`src/mvhp_pkg.sv`:
```
`default_nettype none

package mvhp_pkg;

  // Header kinds; the two top codes are internal framer states.
  typedef enum logic [2:0] {
    KIND_SEQHDR    = 3'd0,
    KIND_SEQEXT    = 3'd1,
    KIND_DISPEXT   = 3'd2,
    KIND_PICCODEXT = 3'd3,
    KIND_GOP       = 3'd4,
    KIND_PICTURE   = 3'd5,
    KIND_EXT_ID    = 3'd6,
    KIND_NONE      = 3'd7
  } kind_t;

  localparam logic [7:0] SC_SEQHDR  = 8'hB3;
  localparam logic [7:0] SC_EXT     = 8'hB5;
  localparam logic [7:0] SC_GOP     = 8'hB8;
  localparam logic [7:0] SC_PICTURE = 8'h00;
  localparam logic [7:0] SC_PREFIX  = 8'h01;

  localparam logic [3:0] EXT_ID_SEQ     = 4'h1;
  localparam logic [3:0] EXT_ID_DISP    = 4'h2;
  localparam logic [3:0] EXT_ID_PICCOD  = 4'h8;

  localparam int GATHER_W = 56;

  // Framer to property store: one completed header.
  typedef struct packed {
    logic                  fire;      // last needed byte of a header
    kind_t                 kind;
    logic                  ext_start; // extension start code byte
    logic [GATHER_W-1:0]   bytes;     // gathered bytes, newest lowest
  } hdr_evt_t;

  typedef struct packed {
    logic        mpeg2_seen;
    logic [13:0] frame_width;
    logic [13:0] frame_height;
    logic [3:0]  aspect_code;
    logic [3:0]  rate_code;
    logic [17:0] bit_rate_units;
    logic [6:0]  profile_level;
    logic [1:0]  chroma_kind;
    logic [1:0]  scan_kind;
    logic [6:0]  rate_extension;
    logic [22:0] gop_timecode;
  } props_t;

  function automatic logic [2:0] needed_bytes(input kind_t k);
    logic [2:0] n;
    case (k)
      KIND_SEQHDR:    n = 3'd7;
      KIND_SEQEXT:    n = 3'd6;
      KIND_DISPEXT:   n = 3'd1;
      KIND_PICCODEXT: n = 3'd5;
      KIND_GOP:       n = 3'd4;
      KIND_PICTURE:   n = 3'd4;
      default:        n = 3'd0;
    endcase
    return n;
  endfunction

endpackage

`default_nettype wire

```
`src/mpeg_video_header_parser.sv`:
```
`default_nettype none

// Channel   Dir  Beat                  Payload
// s_axis    in   one stream byte       tdata[7:0] data_byte
// m_axis    out  one parsed header     tuser[2:0] header_kind, tdata[95:0] properties
//
// One byte per clock while no completed header waits on a busy output. A byte is
// parsed in the input register and any result is then loaded into the output register.
// Reset (rst, synchronous) empties both registers and restores the power-up
// property set (progressive, all else zero).
// A byte that completes a header waits in the input register only while the
// output register holds an untaken result; the input stalls only then.
module mpeg_video_header_parser (
  input  wire logic        clk,
  input  wire logic        rst,
  input  wire logic        s_tvalid,
  output      logic        s_tready,
  input  wire logic [7:0]  s_tdata,  // [7:0] data_byte
  output      logic        m_tvalid,
  input  wire logic        m_tready,
  // [0] mpeg2_seen, [14:1] frame_width, [28:15] frame_height,
  // [32:29] aspect_code, [36:33] rate_code, [54:37] bit_rate_units,
  // [61:55] profile_level, [63:62] chroma_kind, [65:64] scan_kind,
  // [72:66] rate_extension, [95:73] gop_timecode
  output      logic [95:0] m_tdata,
  output      logic [2:0]  m_tuser   // [2:0] header_kind
);

  logic               in_valid;
  logic [7:0]         in_byte;
  logic               advance;
  mvhp_pkg::hdr_evt_t evt;
  mvhp_pkg::props_t   rec;

  // hold the byte only if it makes a result and the output slot is busy
  assign advance  = in_valid && !(evt.fire && m_tvalid && !m_tready);
  assign s_tready = !in_valid || advance;

  always_ff @(posedge clk) begin
    if (rst) begin
      in_valid <= 1'b0;
    end else if (s_tvalid && s_tready) begin
      in_valid <= 1'b1;
    end else if (advance) begin
      in_valid <= 1'b0;
    end
  end

  always_ff @(posedge clk) begin
    if (s_tvalid && s_tready) begin
      in_byte <= s_tdata;
    end
  end

  mvhp_framer u_framer (
    .clk  (clk),
    .rst  (rst),
    .step (advance),
    .data (in_byte),
    .evt  (evt)
  );

  mvhp_props u_props (
    .clk  (clk),
    .rst  (rst),
    .step (advance),
    .evt  (evt),
    .rec  (rec)
  );

  // output register
  always_ff @(posedge clk) begin
    if (rst) begin
      m_tvalid <= 1'b0;
    end else if (advance && evt.fire) begin
      m_tvalid <= 1'b1;
    end else if (m_tready) begin
      m_tvalid <= 1'b0;
    end
  end

  always_ff @(posedge clk) begin
    if (advance && evt.fire) begin
      m_tuser <= evt.kind;
      m_tdata <= {rec.gop_timecode, rec.rate_extension, rec.scan_kind,
                  rec.chroma_kind, rec.profile_level, rec.bit_rate_units,
                  rec.rate_code, rec.aspect_code, rec.frame_height,
                  rec.frame_width, rec.mpeg2_seen};
    end
  end

endmodule

`default_nettype wire

```
`src/mvhp_framer.sv`:
```
`default_nettype none

// Start code hunt and header byte gathering.
module mvhp_framer (
  input  wire logic              clk,
  input  wire logic              rst,
  input  wire logic              step,
  input  wire logic [7:0]        data,
  output mvhp_pkg::hdr_evt_t     evt
);

  logic [1:0]                     zero_run, zero_run_next;
  logic                           code_pending, code_pending_next;
  mvhp_pkg::kind_t                cur_kind, cur_kind_next;
  logic [2:0]                     payload_index, payload_index_next;
  logic [mvhp_pkg::GATHER_W-1:0]  gather, gather_next;
  logic [mvhp_pkg::GATHER_W-1:0]  shifted;
  mvhp_pkg::kind_t                eff_kind;
  logic [2:0]                     idx_inc;

  assign shifted = {gather[mvhp_pkg::GATHER_W-9:0], data};
  assign idx_inc = payload_index + 3'd1;

  always_comb begin
    zero_run_next      = zero_run;
    code_pending_next  = code_pending;
    cur_kind_next      = cur_kind;
    payload_index_next = payload_index;
    gather_next        = gather;
    eff_kind           = cur_kind;
    evt.fire           = 1'b0;
    evt.kind           = cur_kind;
    evt.ext_start      = 1'b0;
    evt.bytes          = shifted;

    if (code_pending) begin
      code_pending_next  = 1'b0;
      zero_run_next      = 2'd0;
      payload_index_next = 3'd0;
      gather_next        = '0;
      case (data)
        mvhp_pkg::SC_SEQHDR:  cur_kind_next = mvhp_pkg::KIND_SEQHDR;
        mvhp_pkg::SC_EXT: begin
          cur_kind_next = mvhp_pkg::KIND_EXT_ID;
          evt.ext_start = 1'b1;
        end
        mvhp_pkg::SC_GOP:     cur_kind_next = mvhp_pkg::KIND_GOP;
        mvhp_pkg::SC_PICTURE: cur_kind_next = mvhp_pkg::KIND_PICTURE;
        default:              cur_kind_next = mvhp_pkg::KIND_NONE;
      endcase
    end else if (data == mvhp_pkg::SC_PREFIX && zero_run == 2'd2) begin
      // prefix complete: any header in progress is dropped
      cur_kind_next     = mvhp_pkg::KIND_NONE;
      code_pending_next = 1'b1;
      zero_run_next     = 2'd0;
    end else begin
      if (data == 8'h00) begin
        zero_run_next = (zero_run == 2'd2) ? 2'd2 : zero_run + 2'd1;
      end else begin
        zero_run_next = 2'd0;
      end
      if (cur_kind != mvhp_pkg::KIND_NONE) begin
        gather_next        = shifted;
        payload_index_next = idx_inc;
        if (cur_kind == mvhp_pkg::KIND_EXT_ID) begin
          case (data[7:4])
            mvhp_pkg::EXT_ID_SEQ:    eff_kind = mvhp_pkg::KIND_SEQEXT;
            mvhp_pkg::EXT_ID_DISP:   eff_kind = mvhp_pkg::KIND_DISPEXT;
            mvhp_pkg::EXT_ID_PICCOD: eff_kind = mvhp_pkg::KIND_PICCODEXT;
            default:                 eff_kind = mvhp_pkg::KIND_NONE;
          endcase
        end
        evt.kind = eff_kind;
        if (eff_kind == mvhp_pkg::KIND_NONE) begin
          cur_kind_next = mvhp_pkg::KIND_NONE;
        end else if (idx_inc == mvhp_pkg::needed_bytes(eff_kind)) begin
          evt.fire      = 1'b1;
          cur_kind_next = mvhp_pkg::KIND_NONE;
        end else begin
          cur_kind_next = eff_kind;
        end
      end
    end
  end

  always_ff @(posedge clk) begin
    if (rst) begin
      zero_run      <= 2'd0;
      code_pending  <= 1'b0;
      cur_kind      <= mvhp_pkg::KIND_NONE;
      payload_index <= 3'd0;
    end else if (step) begin
      zero_run      <= zero_run_next;
      code_pending  <= code_pending_next;
      cur_kind      <= cur_kind_next;
      payload_index <= payload_index_next;
    end
  end

  // Only the bytes of the current header are ever read, so no reset.
  always_ff @(posedge clk) begin
    if (step) begin
      gather <= gather_next;
    end
  end

endmodule

`default_nettype wire

```
`src/mvhp_props.sv`:
```
`default_nettype none

// Stream property registers, updated from completed headers.
module mvhp_props (
  input  wire logic              clk,
  input  wire logic              rst,
  input  wire logic              step,
  input  wire mvhp_pkg::hdr_evt_t evt,
  output mvhp_pkg::props_t       rec
);

  logic        mpeg2_flag, mpeg2_flag_next;
  logic [11:0] width_low, width_low_next;
  logic [11:0] height_low, height_low_next;
  logic [3:0]  size_ext, size_ext_next;
  logic [3:0]  aspect, aspect_next;
  logic [3:0]  rate, rate_next;
  logic [17:0] bitrate, bitrate_next;
  logic [6:0]  profile, profile_next;
  logic [1:0]  chroma, chroma_next;
  logic        progressive, progressive_next;
  logic        top_seen, top_seen_next;
  logic        bottom_seen, bottom_seen_next;
  logic [6:0]  rate_ext, rate_ext_next;
  logic [22:0] timecode, timecode_next;
  logic [55:0] g;

  assign g = evt.bytes;

  always_comb begin
    mpeg2_flag_next  = mpeg2_flag | evt.ext_start;
    width_low_next   = width_low;
    height_low_next  = height_low;
    size_ext_next    = size_ext;
    aspect_next      = aspect;
    rate_next        = rate;
    bitrate_next     = bitrate;
    profile_next     = profile;
    chroma_next      = chroma;
    progressive_next = progressive;
    top_seen_next    = top_seen;
    bottom_seen_next = bottom_seen;
    rate_ext_next    = rate_ext;
    timecode_next    = timecode;
    if (evt.fire) begin
      case (evt.kind)
        mvhp_pkg::KIND_SEQHDR: begin
          width_low_next  = g[55:44];
          height_low_next = g[43:32];
          aspect_next     = g[31:28];
          rate_next       = g[27:24];
          bitrate_next    = g[23:6];
        end
        mvhp_pkg::KIND_SEQEXT: begin
          profile_next     = g[42:36];
          progressive_next = g[35];
          chroma_next      = g[34:33];
          size_ext_next    = g[32:29];
          rate_ext_next    = g[6:0];
        end
        mvhp_pkg::KIND_PICCODEXT: begin
          // field order only counts on interlaced sequences
          if (!progressive) begin
            if (g[15]) begin
              top_seen_next = 1'b1;
            end else begin
              bottom_seen_next = 1'b1;
            end
          end
        end
        mvhp_pkg::KIND_GOP: begin
          timecode_next = {g[30:26], g[25:20], g[18:13], g[12:7]};
        end
        default: ;
      endcase
    end
  end

  // Result reflects the properties after this header is applied.
  always_comb begin
    rec.mpeg2_seen     = mpeg2_flag_next;
    rec.frame_width    = {size_ext_next[3:2], width_low_next};
    rec.frame_height   = {size_ext_next[1:0], height_low_next};
    rec.aspect_code    = aspect_next;
    rec.rate_code      = rate_next;
    rec.bit_rate_units = bitrate_next;
    rec.profile_level  = profile_next;
    rec.chroma_kind    = chroma_next;
    if (progressive_next) begin
      rec.scan_kind = 2'd0;
    end else if (top_seen_next == bottom_seen_next) begin
      rec.scan_kind = 2'd1;
    end else if (top_seen_next) begin
      rec.scan_kind = 2'd2;
    end else begin
      rec.scan_kind = 2'd3;
    end
    rec.rate_extension = rate_ext_next;
    rec.gop_timecode   = timecode_next;
  end

  always_ff @(posedge clk) begin
    if (rst) begin
      mpeg2_flag  <= 1'b0;
      width_low   <= '0;
      height_low  <= '0;
      size_ext    <= '0;
      aspect      <= '0;
      rate        <= '0;
      bitrate     <= '0;
      profile     <= '0;
      chroma      <= '0;
      progressive <= 1'b1;
      top_seen    <= 1'b0;
      bottom_seen <= 1'b0;
      rate_ext    <= '0;
      timecode    <= '0;
    end else if (step) begin
      mpeg2_flag  <= mpeg2_flag_next;
      width_low   <= width_low_next;
      height_low  <= height_low_next;
      size_ext    <= size_ext_next;
      aspect      <= aspect_next;
      rate        <= rate_next;
      bitrate     <= bitrate_next;
      profile     <= profile_next;
      chroma      <= chroma_next;
      progressive <= progressive_next;
      top_seen    <= top_seen_next;
      bottom_seen <= bottom_seen_next;
      rate_ext    <= rate_ext_next;
      timecode    <= timecode_next;
    end
  end

endmodule

`default_nettype wire

```
`config.mk`:
```
export PLATFORM = sky130hd
export DESIGN_NAME = mpeg_video_header_parser
export DESIGN_NICKNAME = d
export VERILOG_FILES = /design/src/mvhp_pkg.sv /design/src/mpeg_video_header_parser.sv /design/src/mvhp_framer.sv /design/src/mvhp_props.sv
export SDC_FILE = /design/constraint.sdc
export NUM_CORES = 1
export LEC_CHECK = 0
export BUFFER_PORTS_ARGS = -buffer_cell sky130_fd_sc_hd__buf_2
export CAP_MARGIN = 20
export CELL_PAD_IN_SITES_DETAIL_PLACEMENT = 1
export CELL_PAD_IN_SITES_GLOBAL_PLACEMENT = 1
export CORE_UTILIZATION = 39
export CTS_CLUSTER_SIZE = 24
export DETAILED_ROUTE_END_ITERATION = 16
export HOLD_SLACK_MARGIN = 0.15
export PLACE_DENSITY_LB_ADDON = 0.1
export SETUP_SLACK_MARGIN = 0.02
export SYNTH_ARGS = -nofsm -noshare
export SYNTH_HDL_FRONTEND = slang
export SYNTH_HIERARCHICAL = 1
export SYNTH_SLANG_ARGS = --single-unit
```
`constraint.sdc`:
```
create_clock -name clk -period 10.95 [get_ports clk]
set_input_delay 0.5475 -clock clk [delete_from_list [all_inputs] [get_ports clk]]
set_output_delay 0.5475 -clock clk [all_outputs]
set_load 0.005 [all_outputs]
```
==> metrics <==
status=completed; die area=slightly below 30,000 sq um; area delta synth->final=16.0%; Root Driver=clkbuf_16; Clock transition at path regs=60 ps; Switch Pwr=418 uW; max-cap violations=0; combinational share of power=0.016; Via density=between 5 and 6; Clock Latency Late Sink=between 500 and 600 ps; via count=6,758; fin nets=roughly 960; kind of critical path=reg -> reg; DP HPWL=between 15,000 and 20,000 um; Post-Synthesis Cell Area=approximately 11,000 sq um; Final Instance Area=approximately 13,000 sq um; crit end category=register; min Tclk post-route=roughly 4300 ps; CTS sink cnt=approximately 260; PD cells=between 150 and 200 nW/um^2; switching share of power=0.201; Unique masters post-synth=64; Initial Util=0.396; initial DRC count=between 300 and 400; post-route ant nets=0; H-tree levels=1; syn avg cell area=13.4 sq um; Tcrit/Tclk final=0.396; sequential fraction of design power=0.502; largest stage delay on the critical path=a little under 900 ps; Synth Register Bits=around 260; Arr. time, crit path=4790 ps; vias in the first global route=about 7.4k; Die X=about 170 um; Pleak=4.72 nW; Worst EP required=11,400 ps; sequential fraction of the synthesis area=0.600; Syn Inst Count=between 800 and 900; Antenna Cells=0; Max clock buf depth=3; Cells after DPL=about 1.3k; Yosys warning count=6; global-route wire length before repair=roughly 42,000 um; GPL Wtd Cong=0.849; cell row count=62; Fmax achieved=approximately 0.23 GHz; setup_tns=0 ps; largest net degree at the start of global routing=139; Post-synth ARST share=0; cts repair resizes=0; Buffers on Ports=roughly 110; Critical R2R Launch=in_byte[4]$_DFFE_PP_; Startpoint Class=register; final hold violations=0; pre-CTS setup slack=6190 ps; Setup crit start=in_byte[4]$_DFFE_PP_; worst-margin pin slew=around 1000 ps; CTS tree=done; Clock power frac=0.482; fillcell total=2,941; setup violators final=0; Crit-path slowest cell=and2_1; Max Slew Vio Count=0; Int Power=around 1.7 mW; DP Area=about 12,000 sq um; min-delay src=s_tdata[0]; Worst Hold Class=in -> reg; grt total ovfl=0; Clock Skews=between 9 and 10 ps; Worst slew margin=0.305; prevailing post-synth register cell=edfxtp_1; core area=between 20,000 and 30,000 sq um; Max IR drop VDD=105 uV; final std cells w/o fill=1,351; EDFF count, synth=about 160; CP Max Fanout=30; Num CTS Buffers=31; I/O pins=113; syn_nets=around 870; layout cell share with drive strength beyond 1=0.287; Util after Layout=0.459; gr usage total=0.179; critical-path cell list=or4b_1 > a31oi_1 > nor2_1 > or4_4 > a21oi_2 > and4bb_1 > buf_4 > and2_1 > mux2i_1; Routed WL=about 27,000 um; detail-routed net length per standard cell=about 20 um; setup slack after layout=approximately 6600 ps; DRC viols=0; initial antenna violation count=0; DIE HEIGHT=173 um; first drt pass iteration count=4; RSZ-0062 raised after global routing=false
[worst paths after layout]
check / to / slack (ps) / cells after the start
worst max-delay path: u_props/profile[2]$_SDFFE_PP0P_ / 6620 / 9
worst min-delay path: in_byte[0]$_DFFE_PP_ / 190 / 1
worst max register to register: u_props/profile[2]$_SDFFE_PP0P_ / 6620 / 9
worst min register to register: u_framer/payload_index[1]$_SDFFE_PP0P_ / 470 / 2
[synth_stat cells (3+ instances only)]
cell type  count  share of area
a41oi_1        3         0.0023
mux2i_1       90          0.079
edfxtp_1     155           0.41
a41o_1         3         0.0026
nor2b_1       48          0.026
ha_1           4         0.0044
xnor2_1        3         0.0023
buf_6          9         0.0089
a21oi_1       11         0.0048
nand2b_1     145          0.080
nor3b_1        5         0.0033
nor2_1        10         0.0033
o21ai_1        7         0.0031
mux2_1         3         0.0030
o21ai_0        6         0.0026
nand4b_1       9         0.0069
and3b_1        3         0.0023
buf_2          8         0.0035
nor3_1         5         0.0022
clkbuf_1      28         0.0093
inv_1         10         0.0033
nand2_1       10         0.0033
dfxtp_1      108           0.19
mux2_2        90          0.089
buf_4         17          0.011
nand3_1        5         0.0022
and3_1         4         0.0022
and2_1         3         0.0017
[cell usage in the layout (no fill, tap or decap), drive strengths merged, types with 3 or more instances in the layout]
| master | count |
|---|---|
| nor2 | 11 |
| dfxtp | 108 |
| and3b | 3 |
| and2 | 3 |
| ha | 4 |
| nand4b | 10 |
| buf | 123 |
| nand3 | 6 |
| clkbuf | 43 |
| nand4 | 3 |
| a41o | 3 |
| a41oi | 3 |
| and3 | 4 |
| mux2 | 93 |
| edfxtp | 155 |
| xnor2 | 3 |
| a21oi | 12 |
| nand2b | 145 |
| nor3b | 5 |
| clkinv | 12 |
| mux2i | 90 |
| nor3 | 5 |
| nand2 | 11 |
| nor2b | 49 |
| inv | 10 |
| o21ai | 13 |
[cells by family after synthesis]
family	after synthesis	synth area share
buf+inv	73	0.0366
mux	183	0.171
fa+ha+maj	4	0.00440
simple gates	268	0.150
compound gates	53	0.0337
xor+xnor	5	0.00385
flops	263	0.600
[power groups by stage]
stage / logic, mW / clock network (mW) / registers [mW]
floorplan: 0.0273 / 0 / 1.06
global placement: 0.0312 / 0 / 1.06
detailed placement: 0.0326 / 0 / 1.06
CTS: 0.0328 / 1.04 / 1.04
global route: 0.0361 / 1.07 / 1.04
finish: 0.0332 / 1.00 / 1.04
[layout make-up]
type,instances,area (sq um),area share
clock buffers,43,891,0.0676
well taps,384,480,0.0365
repair buffers,124,688,0.0522
clock inverters,14,115,0.00874
multi-input cells,513,4150,0.315
flip-flops and latches,263,6820,0.517
inverters,10,37.5,0.00285
[layer usage]
metal  track usage  part of all wire
met1         0.226              0.45
met2         0.320              0.50
met3        0.0266             0.038
met4        0.0435             0.019
met5             0                 0
[state kept, by name, summed over array words and instances, names as in the netlist, 2 cells and up]
signal / flops
u_props/width_low: 12
u_props/timecode: 23
u_props/chroma: 2
in_byte: 8
u_framer/payload_index: 3
u_props/height_low: 12
m_tuser: 3
u_props/rate: 4
u_props/size_ext: 4
u_props/rate_ext: 7
u_props/bitrate: 18
u_framer/zero_run: 2
u_props/aspect: 4
m_tdata: 96
u_framer/cur_kind: 3
u_framer/gather: 48
u_props/profile: 7
[critical path, delay by kind of cell (launching register included)]
family          cells  cell delay (ps)
compound gates      2              670
buf+inv             1              390
simple gates        5             2310
mux                 1              300
flops               1              560
[timing repair]
| action | CTS | global route |
|---|---|---|
| endpoints found under the hold margin | 1 | 0 |
| buffers inserted | 0 | 0 |
| hold buffers | 1 | 0 |
[stage by stage]
stage	power, mW	hold slack, ps
floorplan	1.09	429
global placement	1.10	440
detailed placement	1.10	461
CTS	2.11	161
global route	2.15	164
finish	2.08	185
Power figures use the tool's default switching activity.
